[src/aabb_contact_generator_defines.svh]
// Assertion macros for the files that check their own logic.
`ifndef AABB_CONTACT_GENERATOR_DEFINES_SVH
`define AABB_CONTACT_GENERATOR_DEFINES_SVH

// When the condition holds at a clock edge, the consequence holds at the same edge.
`define ACG_ASSERT_SAME(label, cond, cons) \
    label: assert property (@(posedge i_clk) disable iff (!i_rst_n) (cond) |-> (cons)) \
        else $error("aabb_contact_generator: same-cycle check failed");

// When the condition holds at a clock edge, the consequence holds at the next edge.
`define ACG_ASSERT_NEXT(label, cond, cons) \
    label: assert property (@(posedge i_clk) disable iff (!i_rst_n) (cond) |=> (cons)) \
        else $error("aabb_contact_generator: next-cycle check failed");

`endif

[src/aabbcg_pkg.sv]
`default_nettype none

package aabbcg_pkg;

    // Field widths of one box pair and one contact.
    localparam int CENTER_W = 24;
    localparam int HALF_W   = 22;
    localparam int EXT_W    = 25;
    localparam int PEN_W    = 23;
    localparam int AXIS_W   = 2;

    // Packed stream widths, filled up to whole bytes.
    localparam int IN_BITS  = 6 * CENTER_W + 6 * HALF_W;
    localparam int IN_W     = ((IN_BITS + 7) / 8) * 8;
    localparam int OUT_BITS = PEN_W + AXIS_W + 1 + 3 * CENTER_W;
    localparam int OUT_W    = ((OUT_BITS + 7) / 8) * 8;

    // Contact normal axis codes.
    localparam logic [AXIS_W-1:0] AXIS_X = 2'd0;
    localparam logic [AXIS_W-1:0] AXIS_Y = 2'd1;
    localparam logic [AXIS_W-1:0] AXIS_Z = 2'd2;

    // Per-axis result handed from an axis lane to the selection stage.
    typedef struct packed {
        logic                overlap;
        logic                below;
        logic [PEN_W-1:0]    depth;
        logic [CENTER_W-1:0] mid;
    } t_axis_res;

endpackage

`default_nettype wire

[src/aabbcg_axis.sv]
`default_nettype none

// One axis lane: three register stages from centers and half extents to the
// interval overlap flag, the overlap depth and the center midpoint.
module aabbcg_axis (
    input  wire                                  i_clk,
    input  wire                                  i_en,
    input  wire  [aabbcg_pkg::CENTER_W-1:0]      i_a_center,
    input  wire  [aabbcg_pkg::HALF_W-1:0]        i_a_half,
    input  wire  [aabbcg_pkg::CENTER_W-1:0]      i_b_center,
    input  wire  [aabbcg_pkg::HALF_W-1:0]        i_b_half,
    output aabbcg_pkg::t_axis_res                o_res
);
    import aabbcg_pkg::*;

    logic signed [EXT_W-1:0]    ac_e, bc_e, ah_e, bh_e, sum_e;
    logic signed [EXT_W-1:0]    r_amin, r_amax, r_bmin, r_bmax;
    logic signed [EXT_W-1:0]    r_hi, r_lo;
    logic signed [EXT_W:0]      diff_e;
    logic                       r_below1, r_below2, r_below3;
    logic                       r_ovl2, r_ovl3;
    logic [CENTER_W-1:0]        r_mid1, r_mid2, r_mid3;
    logic [PEN_W-1:0]           r_depth3;

    // Sign- and zero-extend the operands to the corner width.
    always_comb begin
        ac_e  = {i_a_center[CENTER_W-1], i_a_center};
        bc_e  = {i_b_center[CENTER_W-1], i_b_center};
        ah_e  = {{(EXT_W-HALF_W){1'b0}}, i_a_half};
        bh_e  = {{(EXT_W-HALF_W){1'b0}}, i_b_half};
        sum_e = ac_e + bc_e;
    end

    // Stage 1: box corners, center order and midpoint.
    always_ff @(posedge i_clk) begin
        if (i_en) begin
            r_amin   <= ac_e - ah_e;
            r_amax   <= ac_e + ah_e;
            r_bmin   <= bc_e - bh_e;
            r_bmax   <= bc_e + bh_e;
            r_below1 <= (bc_e < ac_e);
            r_mid1   <= sum_e[EXT_W-1:1];
        end
    end

    // Stage 2: overlap test, touching counts, and the inner interval bounds.
    always_ff @(posedge i_clk) begin
        if (i_en) begin
            r_ovl2   <= (r_amax >= r_bmin) && (r_amin <= r_bmax);
            r_hi     <= (r_amax < r_bmax) ? r_amax : r_bmax;
            r_lo     <= (r_amin > r_bmin) ? r_amin : r_bmin;
            r_below2 <= r_below1;
            r_mid2   <= r_mid1;
        end
    end

    assign diff_e = {r_hi[EXT_W-1], r_hi} - {r_lo[EXT_W-1], r_lo};

    // Stage 3: overlap depth; it fits the depth width whenever the axis overlaps.
    always_ff @(posedge i_clk) begin
        if (i_en) begin
            r_depth3 <= diff_e[PEN_W-1:0];
            r_ovl3   <= r_ovl2;
            r_below3 <= r_below2;
            r_mid3   <= r_mid2;
        end
    end

    always_comb begin
        o_res.overlap = r_ovl3;
        o_res.below   = r_below3;
        o_res.depth   = r_depth3;
        o_res.mid     = r_mid3;
    end

endmodule

`default_nettype wire

[src/aabb_contact_generator.sv]
`default_nettype none
`include "aabb_contact_generator_defines.svh"

// Box pair contact generator.
// The slave channel takes one pair of axis-aligned boxes per item on s_axis_tdata:
// two centers and two half extents per axis, as signed Q15.8 and unsigned Q14.8.
// The master channel returns one contact per item: m_axis_tuser carries the hit flag
// and m_axis_tdata the penetration depth, the normal axis and sign, and the contact
// point (center midpoint). On a miss all tdata fields are zero.
// An accepted input reaches the master side through three stages in each axis lane
// plus the selection stage, which is the output register. One item enters per
// cycle when the receiver keeps up.
// The pipeline advances whenever the output register is empty or being drained.
// When the receiver stalls, the pipeline holds and an item already offered at the
// input is caught in a one-entry skid register; s_axis_tready drops only while that
// register is full, so tready never depends combinationally on m_axis_tready.
// Reset clears the valid bits of the skid register and of every stage; no result
// is lost or repeated across a stall.
module aabb_contact_generator (
    input  wire                           i_clk,
    input  wire                           i_rst_n,
    input  wire                           s_axis_tvalid,
    output logic                          s_axis_tready,
    // a_center_x, a_center_y, a_center_z, a_half_x, a_half_y, a_half_z,
    // b_center_x, b_center_y, b_center_z, b_half_x, b_half_y, b_half_z, zero fill
    input  wire  [aabbcg_pkg::IN_W-1:0]   s_axis_tdata,
    output logic                          m_axis_tvalid,
    input  wire                           m_axis_tready,
    // penetration, normal_axis, normal_negative, contact_x, contact_y, contact_z,
    // zero fill
    output logic [aabbcg_pkg::OUT_W-1:0]  m_axis_tdata,
    // hit
    output logic                          m_axis_tuser
);
    import aabbcg_pkg::*;

    logic                  r_skid_v;
    logic [IN_BITS-1:0]    r_skid_data;
    logic [IN_BITS-1:0]    src_data;
    logic                  src_v;
    logic                  in_acc;
    logic                  en;
    logic                  r_v1, r_v2, r_v3, r_v4;

    t_axis_res             res_x, res_y, res_z;
    logic                  all_hit;
    logic [PEN_W-1:0]      best01, best;
    logic [AXIS_W-1:0]     axis01, axis;
    logic                  below01, below;

    logic                  r_hit;
    logic [PEN_W-1:0]      r_pen;
    logic [AXIS_W-1:0]     r_axis;
    logic                  r_neg;
    logic [CENTER_W-1:0]   r_cx, r_cy, r_cz;

    // Handshake and pipeline advance.
    assign s_axis_tready = !r_skid_v;
    assign in_acc        = s_axis_tvalid && s_axis_tready;
    assign en            = !r_v4 || m_axis_tready;
    assign src_v         = r_skid_v || in_acc;
    assign src_data      = r_skid_v ? r_skid_data : s_axis_tdata[IN_BITS-1:0];

    // Skid register catches an item accepted while the pipeline is held.
    always_ff @(posedge i_clk) begin
        if (!i_rst_n) begin
            r_skid_v <= 1'b0;
        end else if (en) begin
            r_skid_v <= 1'b0;
        end else if (in_acc) begin
            r_skid_v <= 1'b1;
        end
    end

    always_ff @(posedge i_clk) begin
        if (!en && in_acc) begin
            r_skid_data <= s_axis_tdata[IN_BITS-1:0];
        end
    end

    // Valid bits travel alongside the lane stages.
    always_ff @(posedge i_clk) begin
        if (!i_rst_n) begin
            r_v1 <= 1'b0;
            r_v2 <= 1'b0;
            r_v3 <= 1'b0;
            r_v4 <= 1'b0;
        end else if (en) begin
            r_v1 <= src_v;
            r_v2 <= r_v1;
            r_v3 <= r_v2;
            r_v4 <= r_v3;
        end
    end

    // Three axis lanes working in parallel.
    aabbcg_axis u_axis_x (
        .i_clk      (i_clk),
        .i_en       (en),
        .i_a_center (src_data[0*CENTER_W +: CENTER_W]),
        .i_a_half   (src_data[3*CENTER_W + 0*HALF_W +: HALF_W]),
        .i_b_center (src_data[3*CENTER_W + 3*HALF_W + 0*CENTER_W +: CENTER_W]),
        .i_b_half   (src_data[6*CENTER_W + 3*HALF_W + 0*HALF_W +: HALF_W]),
        .o_res      (res_x)
    );

    aabbcg_axis u_axis_y (
        .i_clk      (i_clk),
        .i_en       (en),
        .i_a_center (src_data[1*CENTER_W +: CENTER_W]),
        .i_a_half   (src_data[3*CENTER_W + 1*HALF_W +: HALF_W]),
        .i_b_center (src_data[3*CENTER_W + 3*HALF_W + 1*CENTER_W +: CENTER_W]),
        .i_b_half   (src_data[6*CENTER_W + 3*HALF_W + 1*HALF_W +: HALF_W]),
        .o_res      (res_y)
    );

    aabbcg_axis u_axis_z (
        .i_clk      (i_clk),
        .i_en       (en),
        .i_a_center (src_data[2*CENTER_W +: CENTER_W]),
        .i_a_half   (src_data[3*CENTER_W + 2*HALF_W +: HALF_W]),
        .i_b_center (src_data[3*CENTER_W + 3*HALF_W + 2*CENTER_W +: CENTER_W]),
        .i_b_half   (src_data[6*CENTER_W + 3*HALF_W + 2*HALF_W +: HALF_W]),
        .o_res      (res_z)
    );

    // Least-penetration axis; x wins ties over y, and y over z.
    always_comb begin
        all_hit = res_x.overlap && res_y.overlap && res_z.overlap;
        if (res_y.depth < res_x.depth) begin
            best01  = res_y.depth;
            axis01  = AXIS_Y;
            below01 = res_y.below;
        end else begin
            best01  = res_x.depth;
            axis01  = AXIS_X;
            below01 = res_x.below;
        end
        if (res_z.depth < best01) begin
            best  = res_z.depth;
            axis  = AXIS_Z;
            below = res_z.below;
        end else begin
            best  = best01;
            axis  = axis01;
            below = below01;
        end
    end

    // Output register; a miss clears every field but the hit flag.
    always_ff @(posedge i_clk) begin
        if (en) begin
            r_hit  <= all_hit;
            r_pen  <= all_hit ? best : '0;
            r_axis <= all_hit ? axis : AXIS_X;
            r_neg  <= all_hit && below;
            r_cx   <= all_hit ? res_x.mid : '0;
            r_cy   <= all_hit ? res_y.mid : '0;
            r_cz   <= all_hit ? res_z.mid : '0;
        end
    end

    assign m_axis_tvalid = r_v4;
    assign m_axis_tuser  = r_hit;
    assign m_axis_tdata  = {{(OUT_W-OUT_BITS){1'b0}}, r_cz, r_cy, r_cx, r_neg, r_axis, r_pen};

    // Checks on the block's own logic.
    `ACG_ASSERT_SAME(a_miss_clears, m_axis_tvalid && !m_axis_tuser, m_axis_tdata == '0)
    `ACG_ASSERT_SAME(a_axis_code, m_axis_tvalid && m_axis_tuser, r_axis != 2'd3)
    `ACG_ASSERT_NEXT(a_skid_drains, r_skid_v && en, !r_skid_v)

endmodule

`default_nettype wire

[config.mk]
export PLATFORM = sky130hd
export DESIGN_NAME = aabb_contact_generator
export DESIGN_NICKNAME = d
export VERILOG_FILES = /design/src/aabbcg_pkg.sv /design/src/aabbcg_axis.sv /design/src/aabb_contact_generator.sv
export VERILOG_INCLUDE_DIRS = /design/src /design/src/src
export SDC_FILE = /design/constraint.sdc
export NUM_CORES = 2
export LEC_CHECK = 0
export BUFFER_PORTS_ARGS = -buffer_cell sky130_fd_sc_hd__buf_4
export CORE_UTILIZATION = 62
export DETAILED_ROUTE_END_ITERATION = 8
export PLACE_DENSITY = 0.8
export SETUP_SLACK_MARGIN = 0.5
export SLEW_MARGIN = 20
export SYNTH_ARGS = -nofsm -noshare
export SYNTH_HDL_FRONTEND = slang
export SYNTH_SLANG_ARGS = --single-unit
[constraint.sdc]
create_clock -name i_clk -period 251.5 [get_ports i_clk]
set_input_delay 75.45 -clock i_clk [delete_from_list [all_inputs] [get_ports i_clk]]
set_output_delay 75.45 -clock i_clk [all_outputs]
set_load 0.005 [all_outputs]
==> summary.md <==
| Metric | Value |
|---|---|
| Result of the run | `complete, no violations` |
| Die height | `roughly 330 µm` |
| Simple-gate share of the synthesized area | `under 10%` |
| Min Clock Period, post-route | `slightly below 80000 ps` |
| Count of buffer and inverter cells on the critical path | `1` |
| Setup CP Type | `primary input to flip-flop` |
| Worst-path maximum fanout | `5` |
| Number of detailed-route iterations in the first pass | `6` |
| Number of distinct library cells after synthesis | `99` |
| Initial Utilization | `62.7%` |
| Hold bufs inserted after CTS | `0` |
| Number of flip-flops and latches in the synthesized netlist | `1112` |
| Sum of overflow across all layers after global routing | `0` |
| FILL cells | `between 7000 and 8000` |
| Area growth from synthesis to layout | `12.0%` |
| Part of the Yosys area used for sequential elements | `48.6%` |
| Dominant cell type by area after synthesis | `edfxtp_1` |
| Number of warnings issued by yosys | `0` |
| Ratio of total power to cell area | `9.11 nW/µm²` |
| Global-route wire length before repair | `approximately 270000 µm` |
| Largest net degree at the start of global routing | `between 150 and 200` |
| TritonCTS clock tree | `built` |
| Post-route clock period utilization | `about a third` |
| Post-CTS clock slew at the launch and capture registers of the worst setup and hold paths | `approximately 70 ps` |
| Post-CTS repair timing setup buffer count | `0` |
| Setup clock skew after layout | `26.2 ps` |
| Synth Area in XOR/XNOR | `4.53%` |
| Row cnt | `between 100 and 150` |
| Via count of the routed design | `about 46000` |
| Worst Setup Slack, final | `about 170000 ps` |
| Master of the slowest instance on the critical path | `mux2i_1` |
| Net switching power | `238 µW` |
| Netlist Area Pre-Place | `68600 µm²` |
| Buffer cell driving the clock tree root | `clkbuf_16` |
| Data arrival time of the critical path | `79500 ps` |
| Largest family of logic cells by synthesized area | `adder cells` |
| Detailed Place HPWL | `137000 µm` |
| Total count of max-transition violations in the final report | `0` |
| IO Port Bufs | `380` |
| Fraction of final layout cells sized beyond drive strength 1 | `approximately 13%` |
| RSZ-0062 raised after global routing | `false` |
| Max-Cap Viols | `0` |
| Number of buffers created by CTS | `roughly 120` |
| Number of ports placed on the die boundary | `approximately 400` |
| Arithmetic-cell share of the synthesized area counting full adders, half adders and majority gates | `15.2%` |
| Sequential Power Share | `39.9%` |
| Complex-gate fraction of the synthesized area | `between 10% and 20%` |
| Setup WS pre-CTS | `171720 ps` |
| Post-synth top flop | `edfxtp_1` |
| Vias per Instance | `between 5 and 6` |
| Final-layout setup total negative slack | `0 ps` |
| Drc violations | `0` |
| Switching fraction of total power | `34.0%` |
| Endpoint required time on the critical path | `251950 ps` |
| Number of antenna violations at the first check in global routing | `2` |
| Relative slew margins | `a little over a quarter` |
| Post-Syn Instances | `between 5000 and 6000` |
| Power share of the clock group | `around a quarter` |
| Total of cells resized after clock tree synthesis | `0` |
| Top delay family on crit path | `compound AO/OA/AOI/OAI gates` |
| Chip Width | `around 330 µm` |
| Worst Tran Pin Value | `roughly 1100 ps` |
| Total length of routed wires | `around 180000 µm` |
| Initial DRC count | `about 3600` |
| Syn Area/Cell | `~12 µm²` |
| Crit-path max cell delay | `roughly 750 ps` |
| EDFF count, synth | `1107` |
| Die Area | `between 100000 and 150000 µm²` |
| Biggest area contributors in the synthesized netlist | `edfxtp_1 48%, ha_1 15%, mux2i_1 3.7%` |
| Final-stage net count | `7393` |
| All-layer global routing usage | `between 30% and 40%` |
| Maximum buffer depth of the clock tree | `3` |
| Via count of the first global-routing pass | `about 46000` |
| Mux share of post-synthesis cell area | `6.43%` |
| Part of the power in combinational logic | `a little over a third` |
| Leak pwr | `0.0327 µW` |
| Core region area | `between 100000 and 150000 µm²` |
| Final setup violation count | `0` |
| Category of the worst setup path launch point | `primary input` |
| Last weighted congestion value of the routability-driven placer | `0.972` |
| Area fraction of the dominant cell type after synthesis | `between 40% and 50%` |
| Final Hold Viols | `0` |
| Clock tree sinks | `approximately 1100` |
| Clock latency at the later pin of the worst-skew pair | `approximately 730 ps` |
| Internal Pwr Total | `~460 µW` |
| Highest achievable clock rate | `around 0.013 GHz` |
| Setup crit end kind | `flip-flop` |
| Class of the tightest hold or removal check | `flip-flop to flip-flop` |
| Routed wire length per instance | `roughly 22 µm` |
| Number of levels the H-tree was split into | `3` |
| Crit path cell chain | `buf_4 -> mux2i_1 -> fa_1 -> o21bai_1 -> a21oi_1 -> o21bai_1 -> a31oi_2 -> nor3_1 -> o31ai_1 -> o311ai_1 -> a21oi_1 -> o21ai_1 -> xnor2_1` |
| Worst Hold Margin | `404 ps` |
| Antenna-violating nets left | `0` |
| Max IR drop VDD | `~0.0000077 V` |
| Async set-or-reset flop fraction in the synthesized netlist | `0%` |
-- state kept, by name, summed over array words and instances (netlist names), 25 cells and up --
signal           count
u_axis_y.r_amax     25
r_skid_data        276
u_axis_x.r_bmax     25
u_axis_x.r_amax     25
u_axis_y.r_bmax     25
u_axis_z.r_bmax     25
u_axis_z.r_amax     25
-- power groups by stage --
stage	Clock, µW	Combinational, µW	Sequential, µW
finish	178	243	279
global route	187	269	282
CTS	180	241	279
detailed placement	0	239	282
global placement	0	232	281
floorplan	0	177	272
-- stage by stage --
step                total power, µW  util [%]  area (µm²)  std cells
floorplan                       449         -       68600       5932
global placement                513      66.7       72900       7647
detailed placement              520      66.7       72900       7647
CTS                             700      70.2       76800       7865
global route                    738      70.2       76800       7865
finish                          699      70.3       76800       7867
-- cell type report --
class / count / area, µm² / share of cell area [%]
diodes: 2 / 5.00 / 0.00652
clock buffers: 133 / 2970 / 3.86
clock inverters: 85 / 961 / 1.25
inverters: 660 / 2480 / 3.23
multi-input cells: 3989 / 32100 / 41.8
flip-flops and latches: 1112 / 33300 / 43.4
well taps: 1476 / 1850 / 2.40
repair buffers: 410 / 3100 / 4.04
-- metal layers --
metal  wire length [µm]  part of all wire [%]  up-vias  global-route usage [%]
met5                  0                     0        -                       0
met4               8480                   4.8        0                    14.3
met1              74700                    43    22400                    41.2
met2              82500                    47     1366                    51.4
li1                   -                     -    22300                       -
met3               9720                   5.5      259                    3.72
-- cells by family (layout without fill, tap and decap cells) --
| logic type | after synthesis | in the layout |
|---|---|---|
| flops | 1112 | 1112 |
| simple gates | 1115 | 1115 |
| xor+xnor | 355 | 355 |
| other cells | 1 | 8 |
| buf+inv | 831 | 1288 |
| mux | 420 | 420 |
| fa+ha+maj | 821 | 821 |
| compound gates | 1272 | 1272 |
-- cells in the mapped netlist (10+ instances only) --
library cell,n
a211o_1,13
or3_1,24
o21ai_0,189
nand2b_1,94
o21bai_1,74
buf_4,13
fa_1,18
xor2_1,91
buf_1,21
a211oi_1,58
o31a_1,12
and3_1,28
a21o_1,142
a31o_2,10
a21oi_1,393
nand3_1,61
mux2i_1,256
ha_1,803
or2_2,15
o21a_1,81
a221oi_1,34
nor4_1,25
nor3b_1,10
nor2b_1,79
a311oi_1,14
and2_1,89
clkbuf_1,108
nor3_1,66
inv_1,657
xnor2_1,264
nand3b_1,10
buf_2,28
mux2_2,162
o2111ai_1,12
o211ai_1,21
o31ai_1,23
a221o_1,29
edfxtp_1,1107
or4_1,13
nand2_1,144
o21ai_1,18
nor2_1,378
a31oi_1,35
nand4_1,61
-- final timing paths --
path / start / end / slack, ps / cells past startpoint
setup / recovery: s_axis_tdata[25] / u_axis_y.r_amax[22]$_DFFE_PP_ / 172460 / 13
hold / removal: u_axis_z.r_mid1[17]$_DFFE_PP_ / u_axis_z.r_mid2[17]$_DFFE_PP_ / 400 / 0
setup reg to reg: r_skid_v$_SDFFE_PP0P_ / u_axis_z.r_bmax[21]$_DFFE_PP_ / 245560 / 15
hold reg to reg: u_axis_z.r_mid1[17]$_DFFE_PP_ / u_axis_z.r_mid2[17]$_DFFE_PP_ / 400 / 0
-- cell usage in the layout, fill, tap and decap left out, drive strengths merged, types with 66 or more instances in the layout --
cell type and instances:
edfxtp 1107, ha 803, inv 665, buf 410, a21oi 396, nor2 378
xnor2 264, mux2i 256, o21ai 210, mux2 164, nand2 144, a21o 142
clkbuf 133, nand2b 94, xor2 91, and2 89, o21a 81, nor2b 80
o21bai 74, nor3 66
-- worst register-to-register path: stages, from the launching register on --
cell	delay, ps
dfxtp_4	720
buf_4	570
buf_4	660
mux2i_1	690
inv_1	210
ha_1	350
inv_1	40
a21oi_1	170
o311ai_0	220
nand3_1	190
nand3_1	170
nor3_1	550
o21ai_1	240
a221o_1	480
or4_1	430
nand3_1	120
Power figures use the tool's default switching activity.
